==> config.mk <==
export PLATFORM = sky130hd
export DESIGN_NAME = days_between_dates
export DESIGN_NICKNAME = d
export VERILOG_FILES = /design/src/hw/rtl/dbd_pkg.sv /design/src/hw/rtl/days_between_dates.sv /design/src/hw/rtl/dbd_ctrl.sv /design/src/hw/rtl/dbd_datapath.sv
export VERILOG_INCLUDE_DIRS = /design/src /design/src/hw/rtl
export SDC_FILE = /design/constraint.sdc
export NUM_CORES = 1
export LEC_CHECK = 0
export ABC_AREA = 1
export BUFFER_PORTS_ARGS = -buffer_cell sky130_fd_sc_hd__buf_2
export CAP_MARGIN = 20
export CORE_MARGIN = 5
export CORE_UTILIZATION = 40
export CTS_BUF_LIST = sky130_fd_sc_hd__clkbuf_8
export DETAILED_ROUTE_END_ITERATION = 12
export PLACE_DENSITY_LB_ADDON = 0.25
export SKIP_CTS_REPAIR_TIMING = 1
export SYNTH_ARGS = -nofsm -noshare
export SYNTH_HDL_FRONTEND = slang
export SYNTH_SLANG_ARGS = --single-unit
==> constraint.sdc <==
create_clock -name clk_i -period 7.6 [get_ports clk_i]
set_input_delay 0.38 -clock clk_i [delete_from_list [all_inputs] [get_ports clk_i]]
set_output_delay 0.38 -clock clk_i [all_outputs]
set_load 0.01 [all_outputs]
==> src/hw/rtl/assert_macros.svh <==
// Assertion macros used by days_between_dates.
// Empty when SYNTHESIS is defined.
`ifndef ASSERT_MACROS_SVH
`define ASSERT_MACROS_SVH
`ifndef SYNTHESIS
`define ASSERT_IMPLY(lbl, clk, rst_n, a, b) \
  lbl: assert property (@(posedge clk) disable iff (!rst_n) (a) |-> (b)) \
    else $error("assertion failed");
`define ASSERT_NEXT(lbl, clk, rst_n, a, b) \
  lbl: assert property (@(posedge clk) disable iff (!rst_n) (a) |=> (b)) \
    else $error("assertion failed");
`else
`define ASSERT_IMPLY(lbl, clk, rst_n, a, b)
`define ASSERT_NEXT(lbl, clk, rst_n, a, b)
`endif
`endif

==> src/hw/rtl/dbd_pkg.sv <==
// Types, constants and calendar helper functions for the day-difference block.
// Used by dbd_ctrl, dbd_datapath and days_between_dates.
`default_nettype none
package dbd_pkg;

  localparam int unsigned YEAR_W = 14;
  localparam int unsigned MONTH_W = 4;
  localparam int unsigned DAY_W = 5;
  localparam int unsigned ORD_W = 22;
  localparam int unsigned DIFF_W = 23;
  localparam int unsigned Q_W = 9;

  localparam logic [YEAR_W-1:0] YEAR_MAX = 14'd9999;
  // floor(x/100) = (x * 5243) >> 19, exact for x below 43699
  localparam logic [12:0] RECIP100 = 13'd5243;
  localparam int unsigned RECIP_SHIFT = 19;

  typedef logic [2:0] op_t;
  localparam op_t OP_NONE = 3'd0;
  localparam op_t OP_Q0   = 3'd1;
  localparam op_t OP_Q1   = 3'd2;
  localparam op_t OP_Q2   = 3'd3;
  localparam op_t OP_ACC  = 3'd4;
  localparam op_t OP_DIFF = 3'd5;

  localparam logic SEL_END   = 1'b0;
  localparam logic SEL_START = 1'b1;

  typedef struct packed {
    logic load;
    op_t  op;
    logic sel;
  } cmd_t;

  typedef struct packed {
    logic out_busy;
  } status_t;

  function automatic logic [DAY_W-1:0] month_len(input logic [MONTH_W-1:0] m,
                                                 input logic leap);
    logic [DAY_W-1:0] n;
    case (m)
      4'd1, 4'd3, 4'd5, 4'd7, 4'd8, 4'd10, 4'd12: n = 5'd31;
      4'd4, 4'd6, 4'd9, 4'd11: n = 5'd30;
      4'd2: n = leap ? 5'd29 : 5'd28;
      default: n = 5'd0;
    endcase
    return n;
  endfunction

  // days in the months before m, common year
  function automatic logic [8:0] cum_days(input logic [MONTH_W-1:0] m);
    logic [8:0] n;
    case (m)
      4'd1:  n = 9'd0;
      4'd2:  n = 9'd31;
      4'd3:  n = 9'd59;
      4'd4:  n = 9'd90;
      4'd5:  n = 9'd120;
      4'd6:  n = 9'd151;
      4'd7:  n = 9'd181;
      4'd8:  n = 9'd212;
      4'd9:  n = 9'd243;
      4'd10: n = 9'd273;
      4'd11: n = 9'd304;
      4'd12: n = 9'd334;
      default: n = 9'd0;
    endcase
    return n;
  endfunction

  function automatic logic [Q_W-1:0] div100(input logic [14:0] x);
    logic [27:0] p;
    p = 28'(x) * 28'(RECIP100);
    return p[RECIP_SHIFT +: Q_W];
  endfunction

endpackage
`default_nettype wire

==> src/hw/rtl/days_between_dates.sv <==
// Signed day count between two Gregorian dates (years 0-9999, 4/100/400 leap
// rule). A new pair of dates is accepted only while idle: after acceptance the
// two dates go one after the other through a four-step ordinal sequence that
// shares a single divide-by-100 reciprocal multiplier, then a difference step
// forms the difference into the output register. The result becomes valid
// in the same cycle that ready returns, and the result waits there
// until taken; if the previous result is still waiting when the next one is
// due, the block holds in the difference step and input stays blocked. An
// invalid date (year above 9999, bad month or day) gives date_error 1 and
// difference 0.
// Depends on dbd_pkg, dbd_ctrl, dbd_datapath and assert_macros.svh.
`default_nettype none
`include "assert_macros.svh"
module days_between_dates
  import dbd_pkg::*;
(
  input  wire logic                clk_i,
  input  wire logic                rst_ni,
  input  wire logic                in_valid_i,
  output logic                     in_ready_o,
  input  wire logic [YEAR_W-1:0]   end_year_i,
  input  wire logic [MONTH_W-1:0]  end_month_i,
  input  wire logic [DAY_W-1:0]    end_day_i,
  input  wire logic [YEAR_W-1:0]   start_year_i,
  input  wire logic [MONTH_W-1:0]  start_month_i,
  input  wire logic [DAY_W-1:0]    start_day_i,
  output logic                     out_valid_o,
  input  wire logic                out_ready_i,
  output logic signed [DIFF_W-1:0] day_difference_o,
  output logic                     date_error_o
);

  cmd_t    cmd;
  status_t status;

  dbd_ctrl u_ctrl (
    .clk_i      (clk_i),
    .rst_ni     (rst_ni),
    .in_valid_i (in_valid_i),
    .in_ready_o (in_ready_o),
    .status_i   (status),
    .cmd_o      (cmd)
  );

  dbd_datapath u_dp (
    .clk_i            (clk_i),
    .rst_ni           (rst_ni),
    .cmd_i            (cmd),
    .status_o         (status),
    .end_year_i       (end_year_i),
    .end_month_i      (end_month_i),
    .end_day_i        (end_day_i),
    .start_year_i     (start_year_i),
    .start_month_i    (start_month_i),
    .start_day_i      (start_day_i),
    .out_valid_o      (out_valid_o),
    .out_ready_i      (out_ready_i),
    .day_difference_o (day_difference_o),
    .date_error_o     (date_error_o)
  );

  `ASSERT_IMPLY(a_err_zero, clk_i, rst_ni, out_valid_o && date_error_o, day_difference_o == '0)
  `ASSERT_NEXT(a_busy_after_accept, clk_i, rst_ni, in_valid_i && in_ready_o, !in_ready_o)
  `ASSERT_IMPLY(a_result_after_work, clk_i, rst_ni, $rose(out_valid_o), $past(!in_ready_o))

endmodule
`default_nettype wire

==> src/hw/rtl/dbd_ctrl.sv <==
// Sequencer for the day-difference block: walks both dates through the
// ordinal datapath and hands off the result. Depends on dbd_pkg.
`default_nettype none
module dbd_ctrl
  import dbd_pkg::*;
(
  input  wire logic    clk_i,
  input  wire logic    rst_ni,
  input  wire logic    in_valid_i,
  output logic         in_ready_o,
  input  wire status_t status_i,
  output cmd_t         cmd_o
);

  localparam logic [2:0] ST_IDLE = 3'd0;
  localparam logic [2:0] ST_Q0   = 3'd1;
  localparam logic [2:0] ST_Q1   = 3'd2;
  localparam logic [2:0] ST_Q2   = 3'd3;
  localparam logic [2:0] ST_ACC  = 3'd4;
  localparam logic [2:0] ST_DIFF = 3'd5;

  logic [2:0] state_q, state_d;
  logic       sel_q, sel_d;

  always_comb begin
    state_d = state_q;
    sel_d = sel_q;
    cmd_o.load = 1'b0;
    cmd_o.op = OP_NONE;
    cmd_o.sel = sel_q;
    case (state_q)
      ST_IDLE: begin
        if (in_valid_i) begin
          cmd_o.load = 1'b1;
          sel_d = SEL_END;
          state_d = ST_Q0;
        end
      end
      ST_Q0: begin
        cmd_o.op = OP_Q0;
        state_d = ST_Q1;
      end
      ST_Q1: begin
        cmd_o.op = OP_Q1;
        state_d = ST_Q2;
      end
      ST_Q2: begin
        cmd_o.op = OP_Q2;
        state_d = ST_ACC;
      end
      ST_ACC: begin
        cmd_o.op = OP_ACC;
        if (sel_q == SEL_END) begin
          sel_d = SEL_START;
          state_d = ST_Q0;
        end else begin
          state_d = ST_DIFF;
        end
      end
      ST_DIFF: begin
        // hold until the output register is free
        if (!status_i.out_busy) begin
          cmd_o.op = OP_DIFF;
          state_d = ST_IDLE;
        end
      end
      default: begin
        state_d = ST_IDLE;
      end
    endcase
  end

  assign in_ready_o = (state_q == ST_IDLE);

  always_ff @(posedge clk_i or negedge rst_ni) begin
    if (!rst_ni) begin
      state_q <= ST_IDLE;
      sel_q <= SEL_END;
    end else begin
      state_q <= state_d;
      sel_q <= sel_d;
    end
  end

endmodule
`default_nettype wire

==> src/hw/rtl/dbd_datapath.sv <==
// Datapath: captures the dates, computes day ordinals with one shared
// divide-by-100 unit, and holds the result register. Depends on dbd_pkg.
`default_nettype none
module dbd_datapath
  import dbd_pkg::*;
(
  input  wire logic                clk_i,
  input  wire logic                rst_ni,
  input  wire cmd_t                cmd_i,
  output status_t                  status_o,
  input  wire logic [YEAR_W-1:0]   end_year_i,
  input  wire logic [MONTH_W-1:0]  end_month_i,
  input  wire logic [DAY_W-1:0]    end_day_i,
  input  wire logic [YEAR_W-1:0]   start_year_i,
  input  wire logic [MONTH_W-1:0]  start_month_i,
  input  wire logic [DAY_W-1:0]    start_day_i,
  output logic                     out_valid_o,
  input  wire logic                out_ready_i,
  output logic signed [DIFF_W-1:0] day_difference_o,
  output logic                     date_error_o
);

  logic [YEAR_W-1:0]  ey_q, sy_q, y;
  logic [MONTH_W-1:0] em_q, sm_q, m;
  logic [DAY_W-1:0]   ed_q, sd_q, d;

  logic [Q_W-1:0]   t0_q, t1_q, t2_q, q_res;
  logic [14:0]      q_arg;
  logic             leap_q, valid_q, err_q;
  logic [ORD_W-1:0] y365_q, ord_end_q, ord_start_q, ord;
  logic [9:0]       msum_q;
  logic [14:0]      hund;
  logic             cent, leap_d, valid_d;
  logic [9:0]       msum_d;
  logic             out_valid_q;
  logic signed [DIFF_W-1:0] diff_q;
  logic             derr_q;

  assign y = (cmd_i.sel == SEL_END) ? ey_q : sy_q;
  assign m = (cmd_i.sel == SEL_END) ? em_q : sm_q;
  assign d = (cmd_i.sel == SEL_END) ? ed_q : sd_q;

  // shared reciprocal divider: y, y+99, (y+399)/4
  always_comb begin
    case (cmd_i.op)
      OP_Q0:   q_arg = 15'(y);
      OP_Q1:   q_arg = 15'(y) + 15'd99;
      default: q_arg = 15'((15'(y) + 15'd399) >> 2);
    endcase
    q_res = div100(q_arg);
  end

  // leap: divisible by 4, and not a century unless the century is divisible by 4
  assign hund = 15'(t0_q) * 15'd100;
  assign cent = (hund == 15'(y));
  assign leap_d = (y[1:0] == 2'b00) && (!cent || (t0_q[1:0] == 2'b00));

  assign valid_d = (y <= YEAR_MAX) && (m >= 4'd1) && (m <= 4'd12) && (d != '0) &&
                   (d <= month_len(m, leap_q));
  assign msum_d = 10'(cum_days(m)) + 10'(leap_q && (m > 4'd2)) + 10'(d) - 10'd1;

  assign ord = y365_q + ORD_W'((15'(y) + 15'd3) >> 2) - ORD_W'(t1_q) + ORD_W'(t2_q)
             + ORD_W'(msum_q);

  always_ff @(posedge clk_i) begin
    if (cmd_i.load) begin
      ey_q <= end_year_i;
      em_q <= end_month_i;
      ed_q <= end_day_i;
      sy_q <= start_year_i;
      sm_q <= start_month_i;
      sd_q <= start_day_i;
    end
    case (cmd_i.op)
      OP_Q0: begin
        t0_q <= q_res;
        y365_q <= ORD_W'(y) * ORD_W'(365);
      end
      OP_Q1: begin
        t1_q <= q_res;
        leap_q <= leap_d;
      end
      OP_Q2: begin
        t2_q <= q_res;
        valid_q <= valid_d;
        msum_q <= msum_d;
      end
      OP_ACC: begin
        if (cmd_i.sel == SEL_END) begin
          ord_end_q <= ord;
        end else begin
          ord_start_q <= ord;
        end
      end
      OP_DIFF: begin
        derr_q <= err_q;
        diff_q <= err_q ? '0 : DIFF_W'(ord_end_q) - DIFF_W'(ord_start_q);
      end
      default: begin
      end
    endcase
  end

  always_ff @(posedge clk_i or negedge rst_ni) begin
    if (!rst_ni) begin
      err_q <= 1'b0;
      out_valid_q <= 1'b0;
    end else begin
      if (cmd_i.load) begin
        err_q <= 1'b0;
      end else if (cmd_i.op == OP_ACC && !valid_q) begin
        err_q <= 1'b1;
      end
      if (cmd_i.op == OP_DIFF) begin
        out_valid_q <= 1'b1;
      end else if (out_ready_i) begin
        out_valid_q <= 1'b0;
      end
    end
  end

  assign status_o.out_busy = out_valid_q && !out_ready_i;
  assign out_valid_o = out_valid_q;
  assign day_difference_o = diff_q;
  assign date_error_o = derr_q;

endmodule
`default_nettype wire
# Word-level counts from Yosys, hierarchy flattened
# Memory sizes are Yosys's and may differ from the RTL's.
# Index checks and enable logic that the tools add are counted.
# totals
out_inout_bits	26
register_bits	181
mem_bits_ro	144
n_memories	1
in_bits	50
# memory_table
name	words	word_bits	rd	rd_clocked_by_memory_dff	wr	line	source
(no name shown)	16	9	1	0	0	dbd_pkg.sv:54	case (m)
# classes
eq_ne	25
n_bitwise	1
n_mul	3
mux	20
reduce_logical	25
n_addsub	11
magnitude_cmp	5
# op_table
op	count
15-bit case mux with 2 select lines	1
15-bit by 13-bit multiplier with 28-bit output (second input constant)	1
22-bit by 22-bit subtractor with 23-bit output	1
22-bit by 10-bit adder with 22-bit output	1
22-bit by 20-bit adder with 22-bit output	1
22-bit by 9-bit adder with 22-bit output	1
14-bit by 9-bit multiplier with 22-bit output (second input constant)	1
22-bit by 9-bit subtractor with 22-bit output	1
4-bit == test (second input constant)	5
3-bit case mux with 6 select lines	1
4-bit by 3-bit == test with 1-bit output (second input constant)	4
14-bit by 2-bit adder with 15-bit output (second input constant)	1
14-bit by 7-bit adder with 15-bit output (second input constant)	1
14-bit by 9-bit adder with 15-bit output (second input constant)	1
15-bit by 14-bit == test with 1-bit output	1
3-bit case mux with 5 select lines	1
5-bit case mux with 3 select lines	1
14-bit less-or-equal comparator (second input constant)	1
14-bit two-way mux	1
9-bit by 5-bit multiplier with 13-bit output (second input constant)	1
3-bit by 2-bit == test with 1-bit output (second input constant)	4
3-bit == test (second input constant)	4
3-bit two-way mux	4
10-bit by 5-bit adder with 10-bit output	1
other kinds (25)	50

# Depth between registers and ports, before layout
# Gate-level depths: netlist of the first run.
# logic_depth
ltp_word	8
mapped_depth	34

# Cells and area by module
# From an unflattened synthesis of the first run, not the netlist that was laid out.
# unflattened
cells_unflattened	2175
hier_area_um2	19119.6
# modules_own_cells
mod	area_per_inst_um2	seq_area_each_um2	instances	cells_per_inst
dbd_datapath	18875.6	5305.1	1	2140
dbd_ctrl	244.0	100.1	1	35

# Least setup slack after synthesis of the first run
# OpenSTA, ideal clock, no wires.
# synth_path
kind	flip-flop to flip-flop
from	register u_ctrl.sel_q
to	register u_dp.t0_q[8], data pin
setup_time_ns	0.261
t_required_ns	7.339
synth_period_minus_slack_ns	5.751
stages_incl_launch_ff	33
arrival_time_ns	5.490
slack_ns	1.849
path_cell_list	dfrtp_1 -> inv_2 -> buf_6 -> nand2_2 -> nand2_2 -> inv_2 -> ha_1 -> inv_1 -> nand3_4 -> nand2_4 -> nand2_2 -> nor2_1 -> nand2_1 -> nand2_1 -> nand3_1 -> nand2_1 -> inv_1 -> ha_1 -> fa_1 -> fa_1 -> fa_1 -> inv_1 -> fa_1 -> inv_1 -> ha_1 -> nand2_1 -> inv_1 -> a21boi_0 -> o21bai_1 -> a31oi_1 -> nand2_1 -> nand2_1 -> nand2_1
# synth_via
elab_chain_cells	4
elab_cells_between_ends	5
classes_between	add/sub: 2; mul: 1; mux: 2
# synth_lines
item	line	source
from (decl)	dbd_ctrl.sv:23	logic sel_q, sel_d;
from (signal assigned)	dbd_ctrl.sv:81	sel_q <= sel_d;
14-bit two-way mux (*)	dbd_datapath.sv:39	assign y = (cmd_i.sel == SEL_END) ? ey_q : sy_q;
net u_dp.y[1]	dbd_datapath.sv:23	logic [YEAR_W-1:0] ey_q, sy_q, y;
14-bit by 9-bit adder with 15-bit output / 14-bit by 7-bit adder with 15-bit output (equally long branches)	dbd_datapath.sv:48, dbd_datapath.sv:47	
15-bit case mux with 2 select lines (*)	dbd_datapath.sv:45	case (cmd_i.op)
15-bit by 13-bit multiplier with 28-bit output (*)	dbd_pkg.sv:74	p = 28'(x) * 28'(RECIP100);
net u_dp.q_res[8]	dbd_datapath.sv:27	logic [Q_W-1:0] t0_q, t1_q, t2_q, q_res;
to (signal assigned)	dbd_datapath.sv:76	t0_q <= q_res;
to (decl)	dbd_datapath.sv:27	
# Mark *: on every way through the listed nets, which the timed path passes. The rest lies on a longest branch.
# A chain may end at the register's enable or synchronous reset.

# Final worst setup path of the first run
# layout_path
from	register u_ctrl.sel_q
to	register u_dp.t1_q[4], data pin
# layout_via
elab_chain_cells	4
elab_cells_between_ends	5
classes_between	add/sub: 2; mul: 1; mux: 2
# layout_lines
item	line	source
14-bit two-way mux (*)	dbd_datapath.sv:39	
net u_dp.y[1]	dbd_datapath.sv:23	
14-bit by 9-bit adder with 15-bit output / 14-bit by 7-bit adder with 15-bit output (equally long branches)	dbd_datapath.sv:48, dbd_datapath.sv:47	
15-bit case mux with 2 select lines (*)	dbd_datapath.sv:45	
15-bit by 13-bit multiplier with 28-bit output (*)	dbd_pkg.sv:74	
net u_dp.q_res[4]	dbd_datapath.sv:27	
to (signal assigned)	dbd_datapath.sv:80	t1_q <= q_res;
to (decl)	dbd_datapath.sv:27	
# Marked as above.

==> flow_metrics.tcl, run 1 <==
set metrics [dict create \
    slowest_delay_ns 0.55 \
    die_w_um 227 \
    drt-total-wl_mm 46.9 \
    cts_buffer_depth 2 \
    synth_area_leaders "edfxtp_1 (28%), ha_1 (18%), fa_1 (15%)" \
    path_clk_slew_ns 0.09 \
    async_flop_share_pct 3.31 \
    tns_ns 0 \
    arrival_ns 6.98 \
    antenna_cells 0 \
    num-nets-final 2688 \
    relSlewSlack_pct 47.6 \
    pre_cts_ws_ns 0.965 \
    synthCells 2085 \
    critical_path_class "register to register" \
    worst_slack_ns 0.893 \
    drv_slew 0 \
    synth_top_cell_area_share_pct 27.8 \
    start_util_pct 40.5 \
    cts_buffers 17 \
    grt_pass1_wl_mm 75.1 \
    gp_congestion 0.994 \
    drcViolationCount 0 \
    synth-main-ff-cell "edfxtp_1" \
    nFillCells 4572 \
    fin_crit_sh_pct 88.2 \
    syn_nets 2549 \
    dieArea_mm2 0.0517 \
    ios 76 \
    cts_num_sinks 181 \
    routed_via_density 5.03 \
    period_needed_ns 6.71 \
    r2r_setup_slack_ns 0.89 \
    worstSetupStartpointType "register" \
    cts_root_buf "clkbuf_8" \
    yosysWarnings 0 \
    dpl.hpwl_mm 39.6 \
    antenna_found_initial 1 \
    worstPathMaxFanout 29 \
    cap_viol_max_count 0 \
    areaGrowthSynthToFinish_pct 10.7 \
    fmax_ghz 0.149 \
    final_common_cell "inv_1" \
    drive_gt1_share_pct 10.1 \
    grt-ovfl-total 0 \
    final_cell_mix "inv_1 (423), nand2_1 (344), ha_1 (273)" \
    grt_start_max_net_pins 49 \
    ant_nets 0 \
    final_cell_area_mm2 0.0209 \
    vias 14300 \
    skew_ns 0.0203 \
    fin_util_pct 44.8 \
    worst_pin_slew_ns 0.786 \
    place_area_mm2 0.0200 \
    critPathCaptureType "register" \
    synth-seq-cells 181 \
    synth_area_leader_cell "edfxtp_1" \
    setup_viol 0 \
    syn_area_per_cell_um2 9.06 \
    die_h_um 227 \
    outcome "finished, final reports clean" \
    grt_pass1_vias 14400 \
    drt_iter0_markers 748 \
    firstDrtPassIters 5 \
    cp_data_required_time_ns 7.88 \
    hold_violations 0 \
    wire_per_inst_um 16.5 \
    min_path_type "input pin to register" \
    core_area_mm2 0.0467 \
    rsz0062_at_grt "false" \
    cp_slowest_cell "fa_1" \
    htreeDepth 4 \
    synth_edf_count 175 \
    yosysSeqAreaShare_pct 28.6 \
    cts_tree "done" \
    port_buffers 75 \
    rows 79 \
    netlist_area_mm2 0.0189 \
    yosysUniqueCellTypes 58 \
    track_usage_pct 18.6 \
    clk_latency_ns 0.55 \
]
## final cells by class
| class | count | area (um2) | share of cell area [%] |
|---|---|---|---|
| inverters | 449 | 1700 | 8.11 |
| well taps | 607 | 759 | 3.63 |
| multi-input cells | 1444 | 11700 | 56.0 |
| clock buffers | 17 | 234 | 1.12 |
| flip-flops and latches | 181 | 5410 | 25.9 |
| clock inverters | 15 | 186 | 0.892 |
| repair buffers | 131 | 911 | 4.36 |
## worst paths after layout
check,cells past startpoint,start,end
worst min-delay path,2,out_ready_i,u_dp.out_valid_o
worst min register to register,1,u_dp.valid_q,u_dp.err_q
worst max-delay path,30,u_ctrl.sel_q,u_dp.t1_q[4]
min in group asynchronous,2,rst_ni,u_ctrl.state_q[1]
max in group asynchronous,2,rst_ni,u_dp.err_q
worst max register to register,30,u_ctrl.sel_q,u_dp.t1_q[4]
## Yosys cell counts (4+ instances only)
cell type and number:
inv_1 422, nand2_1 344, ha_1 273, edfxtp_1 175
fa_1 141, nor2_1 121, a21oi_1 110, nand3_1 84
o21ai_0 73, xor2_1 56, nand2_2 28, nand4_1 26
inv_2 23, o21bai_1 22, nand2_4 20, nor3_1 20
xnor2_1 20, a21o_1 9, a31oi_1 8, nor4_1 8
o21ai_1 7, dfrtp_1 6, nor2_4 6, a21boi_0 5
buf_6 5, o21ai_2 5, o22ai_1 5, buf_2 4
nand3_4 4, o211ai_1 4, o21a_1 4, or2_2 4
## sequential cells by signal (all words and copies together) (netlist names)
name / count
u_dp.day_difference_o: 23
u_dp.ord_end_q: 22
u_dp.ord_start_q: 22
u_dp.y365_q: 22
u_dp.ey_q: 14
u_dp.sy_q: 14
u_dp.msum_q: 10
u_dp.t0_q: 9
u_dp.t1_q: 9
u_dp.t2_q: 9
u_dp.ed_q: 5
u_dp.sd_q: 5
u_dp.em_q: 4
u_dp.sm_q: 4
u_ctrl.state_q: 3
u_ctrl.sel_q: 1
u_dp.date_error_o: 1
u_dp.err_q: 1
u_dp.leap_q: 1
u_dp.out_valid_o: 1
u_dp.valid_q: 1
## stage by stage
step / instances / hold WS (ns)
6_report: 2844 / 0.0302
3_3_place_gp: 2765 / 0.226
3_5_place_dp: 2765 / 0.227
2_1_floorplan: 2085 / 0.0844
5_1_grt: 2844 / -0.00821
4_1_cts: 2797 / -0.396
## worst max-delay path: cells and delay by family (launching register included)
kind	cells	cell delay, ns
fa+ha+maj	7	2.94
flops	1	0.40
buf+inv	7	1.07
compound gates	2	0.38
simple gates	13	1.45
xor+xnor	1	0.19
## cells by family (layout without fill, tap and decap cells)
family / count (synthesis) / in the layout / share of synthesized area (%)
mux: 1 / 1 / 0.0530
fa+ha+maj: 414 / 414 / 33.0
compound gates: 275 / 275 / 8.56
buf+inv: 460 / 612 / 9.42
simple gates: 677 / 677 / 16.7
flops: 181 / 181 / 28.6
xor+xnor: 77 / 77 / 3.61
## metal layers
metal	vias up	track usage (%)	wire [um]
met5	-	0	13
met3	84	4.18	2710
met1	6720	24.2	20700
met2	420	30.4	21900
met4	2	7.25	1620
li1	7081	-	-
Power of run 1 is left out: the tool's default activity adds up to more than one toggle a clock period on the data nets, which glitch-free logic cannot reach.
==> run 2: changes to the inputs <==
--- a/config.mk
+++ b/config.mk
@@ -9,6 +9,7 @@
 export ABC_AREA = 1
 export BUFFER_PORTS_ARGS = -buffer_cell sky130_fd_sc_hd__buf_2
 export CAP_MARGIN = 20
+export CORE_ASPECT_RATIO = 1.4
 export CORE_MARGIN = 5
 export CORE_UTILIZATION = 40
 export CTS_BUF_LIST = sky130_fd_sc_hd__clkbuf_8
==> run 2 against run 1 <==
Sequential share of layout area is essentially flat. Hold slack gained 0.0033 ns. Sequential cell count is the same. Largest cell class unchanged.
==> flow_metrics.tcl, run 2 (synthesized netlist as in run 1, its figures left out) <==
set metrics [dict create \
    cts_tree "done" \
    fin_crit_sh_pct 86.4 \
    slowest_delay_ns 0.55 \
    dpl.hpwl_mm 43.8 \
    critPathCaptureType "register" \
    worstPathMaxFanout 30 \
    hold_violations 0 \
    cp_data_required_time_ns 7.86 \
    ant_nets 0 \
    drt_iter0_markers 681 \
    nFillCells 4578 \
    path_clk_slew_ns 0.10 \
    worst_pin_slew_ns 0.748 \
    cpLargestDelayFamily "adder cells" \
    grt_pass1_wl_mm 80.0 \
    firstDrtPassIters 5 \
    min_path_cells 1 \
    worst_slack_ns 1.03 \
    clk_latency_ns 0.53 \
    areaGrowthSynthToFinish_pct 10.5 \
    wire_per_inst_um 17.7 \
    cts_num_sinks 181 \
    worstSetupStartpointType "register" \
    vias 14300 \
    grt-ovfl-total 0 \
    cap_viol_max_count 0 \
    setup_viol 0 \
    cts_buffer_depth 2 \
    ios 76 \
    whs_endpoint "u_dp.sy_q[12]" \
    outcome "finished, final reports clean" \
    largest_register_ffs 23 \
    critical_path_class "register to register" \
    rr_startpoint "u_ctrl.sel_q" \
    routed_via_density 4.99 \
    num-nets-final 2686 \
    rsz0062_at_grt "false" \
    drcViolationCount 0 \
    worst-path-buf-inv 7 \
    fin_cells 2860 \
    period_needed_ns 6.57 \
    final_cell_mix "inv_1 (424), nand2_1 (344), ha_1 (273)" \
    multi_input_area_mm2 0.0117 \
    drive_gt1_share_pct 10.2 \
    relSlewSlack_pct 50.1 \
    reg2reg_depth 31 \
    core_area_mm2 0.0469 \
    r2r_setup_slack_ns 1.03 \
    skew_ns 0.0187 \
    r2r_end "u_dp.t1_q[8]" \
    die_w_um 194 \
    cp_common_cell "nand2_1" \
    dieArea_mm2 0.0517 \
    pre_cts_ws_ns 1.07 \
    antenna_found_initial 1 \
    final_common_cell "inv_1" \
    htreeDepth 4 \
    tns_ns 0 \
    fmax_ghz 0.152 \
    seq_area_mm2 0.00541 \
    grt_start_max_net_pins 31 \
    port_buffers 75 \
    cts_root_buf "clkbuf_8" \
    dpl.cell_count 2785 \
    drv_slew 0 \
    cts_buffers 17 \
    rows 94 \
    start_util_pct 40.2 \
    arrival_ns 6.83 \
    cp_slowest_cell "fa_1" \
    gp_congestion 0.942 \
    min_path_type "input pin to register" \
    die_h_um 267 \
    track_usage_pct 19.9 \
    hold_start "start_year_i[12]" \
    grt_pass1_vias 14900 \
    drt-total-wl_mm 50.7 \
    whs_ns 0.0335 \
]
run 2: layout make-up:
class                   instances  area share (%)
diodes                          1          0.0120
clock buffers                  17            1.12
clock inverters                15           0.720
repair buffers                129            4.25
flip-flops and latches        181            25.9
multi-input cells            1444            56.1
well taps                     624            3.74
inverters                     449            8.12
run 2: stage by stage:
stage	instance area, um2	util (%)
finish	20900	44.5
global route	20900	44.5
CTS	20400	43.6
detailed placement	20100	42.7
global placement	20100	42.7
floorplan	18900	-
run 2: routing by layer:
metal	vias to the layer above	global-route usage [%]	part of all wire, %
li1	7082	-	-
met1	6854	21.3	38
met2	274	39.7	55
met3	66	2.43	3.1
met4	0	7.26	3.3
met5	-	0	0
run 2: worst max path at each step:
stage / startpoint / endpoint / cells after the start
finish: u_ctrl.sel_q / u_dp.t1_q[8] / 31
global route: u_ctrl.sel_q / u_dp.t2_q[2] / 32
CTS: u_ctrl.sel_q / u_dp.t1_q[8] / 31
detailed placement: u_ctrl.sel_q / u_dp.t0_q[8] / 31
global placement: u_ctrl.sel_q / u_dp.t1_q[3] / 30
floorplan: u_ctrl.sel_q / u_dp.t0_q[8] / 32
Power of run 2 is left out for the same reason.
==> run 3: changes to the inputs <==
--- a/config.mk
+++ b/config.mk
@@ -7,13 +7,13 @@
 export NUM_CORES = 1
 export LEC_CHECK = 0
 export ABC_AREA = 1
-export BUFFER_PORTS_ARGS = -buffer_cell sky130_fd_sc_hd__buf_2
 export CAP_MARGIN = 20
 export CORE_ASPECT_RATIO = 1.4
 export CORE_MARGIN = 5
 export CORE_UTILIZATION = 40
 export CTS_BUF_LIST = sky130_fd_sc_hd__clkbuf_8
 export DETAILED_ROUTE_END_ITERATION = 12
+export DONT_BUFFER_PORTS = 1
 export PLACE_DENSITY_LB_ADDON = 0.25
 export SKIP_CTS_REPAIR_TIMING = 1
 export SYNTH_ARGS = -nofsm -noshare
==> run 3 against run 2 <==
Via count down 2.0%. Register-to-register slack got worse by 0.40 ns. Core utilization decreased by 0.67 points. Global-route usage shrank 1.2 points. Cell count shrank 2.5%. Highest routed layer unchanged. Sequential cell count unchanged.
==> flow_metrics.tcl, run 3 (synthesized netlist as in run 1, its figures left out) <==
set metrics [dict create \
    outcome "finished, final reports clean" \
    wire_per_inst_um 17.3 \
    die_w_um 194 \
    hold_violations 0 \
    ant_nets 0 \
    cp_data_required_time_ns 7.91 \
    cts_num_sinks 181 \
    rsz0062_at_grt "false" \
    gp_congestion 0.906 \
    firstDrtPassIters 7 \
    tns_ns 0 \
    start_util_pct 40.2 \
    fin_crit_sh_pct 91.7 \
    min_path_type "input pin to register" \
    num-nets-final 2616 \
    drt-total-wl_mm 48.1 \
    cts_tree "done" \
    period_needed_ns 6.97 \
    slowest_delay_ns 0.61 \
    port_buffers 0 \
    relSlewSlack_pct 41.3 \
    drive_gt1_share_pct 7.21 \
    cp_slowest_cell "dfrtp_1" \
    grt-ovfl-total 0 \
    worstSetupStartpointType "register" \
    drcViolationCount 0 \
    whs_ns 0.0627 \
    cts_buffers 17 \
    cts_root_buf "clkbuf_8" \
    place_area_mm2 0.0197 \
    grt_start_max_net_pins 49 \
    dieArea_mm2 0.0517 \
    htreeDepth 4 \
    worst_pin_slew_ns 0.880 \
    routed_via_density 5.02 \
    track_usage_pct 18.7 \
    vias 14000 \
    cap_viol_max_count 0 \
    cp_common_cell "nand2_1" \
    antenna_found_initial 0 \
    antenna_cells 0 \
    final_common_cell "inv_1" \
    setup_viol 0 \
    ios 76 \
    cts_buffer_depth 2 \
    drv_slew 0 \
    fin_util_pct 43.8 \
    final_cell_area_mm2 0.0206 \
    fmax_ghz 0.144 \
    dpl.hpwl_mm 41.2 \
    core_area_mm2 0.0469 \
    die_h_um 267 \
    arrival_ns 7.28 \
    worstPathMaxFanout 16 \
    path_clk_slew_ns 0.12 \
    skew_ns 0.0263 \
    grt_pass1_vias 14600 \
    rows 94 \
    drt_iter0_markers 648 \
    areaGrowthSynthToFinish_pct 8.85 \
    largest_register_ffs 23 \
    critPathCaptureType "register" \
    clk_latency_ns 0.53 \
    grt_pass1_wl_mm 76.3 \
    critical_path_class "register to register" \
    final_cell_mix "inv_1 (422), nand2_1 (344), ha_1 (273)" \
]
==> run 3: changes by cell type in the layout (fill, tap and decap cells not counted), moves of 2 or more <==
cell / before / now
clkinv_4: 5 / 1
dlygate4sd3_1: 42 / 48
clkinvlp_4: 0 / 3
buf_2: 75 / 0
inv_1: 424 / 422
buf_4: 12 / 10
inv_6: 4 / 8
==> run 3: final cells by class <==
cell class	count	area, um2
clock buffer	17	234
clock inverter	15	161
fill	4613	26400
inverter	449	1700
multi-input combinational	1444	11700
sequential	181	5410
tap	624	781
timing repair buffer	59	563
==> run 3: metrics by stage <==
step / instances / setup WS (ns)
floorplan: 2085 / 1.85
global placement: 2708 / 0.741
detailed placement: 2708 / 0.648
CTS: 2740 / 0.595
global route: 2789 / 0.254
finish: 2789 / 0.633
==> run 3: worst max-delay path, delay by kind of cell, from the launching register on <==
family	cells	cell delay, ns
flops	1	0.61
simple gates	16	1.96
fa+ha+maj	7	2.97
xor+xnor	1	0.30
buf+inv	6	0.88
==> run 3: path summary, 6_finish.rpt <==
check	from	endpoint	slack [ns]	cells past startpoint
setup / recovery	u_ctrl.sel_q	u_dp.t1_q[1]	0.63	30
setup reg to reg	u_ctrl.sel_q	u_dp.t1_q[1]	0.63	30
hold / removal	in_valid_i	u_ctrl.state_q[0]	0.06	2
hold reg to reg	u_dp.valid_q	u_dp.err_q	0.46	1
min in group asynchronous	rst_ni	u_dp.out_valid_o	0.15	1
max in group asynchronous	rst_ni	u_ctrl.state_q[1]	7.20	1
==> run 3: metal layers <==
metal | global-route usage [%] | vias to the layer above | wire, um
met5 | 0 | - | 0
met4 | 7.31 | 0 | 1600
met3 | 2.04 | 81 | 1430
met2 | 35.7 | 290 | 25500
met1 | 21.4 | 6668 | 19600
li1 | - | 6949 | -
Power of run 3 is left out for the same reason.
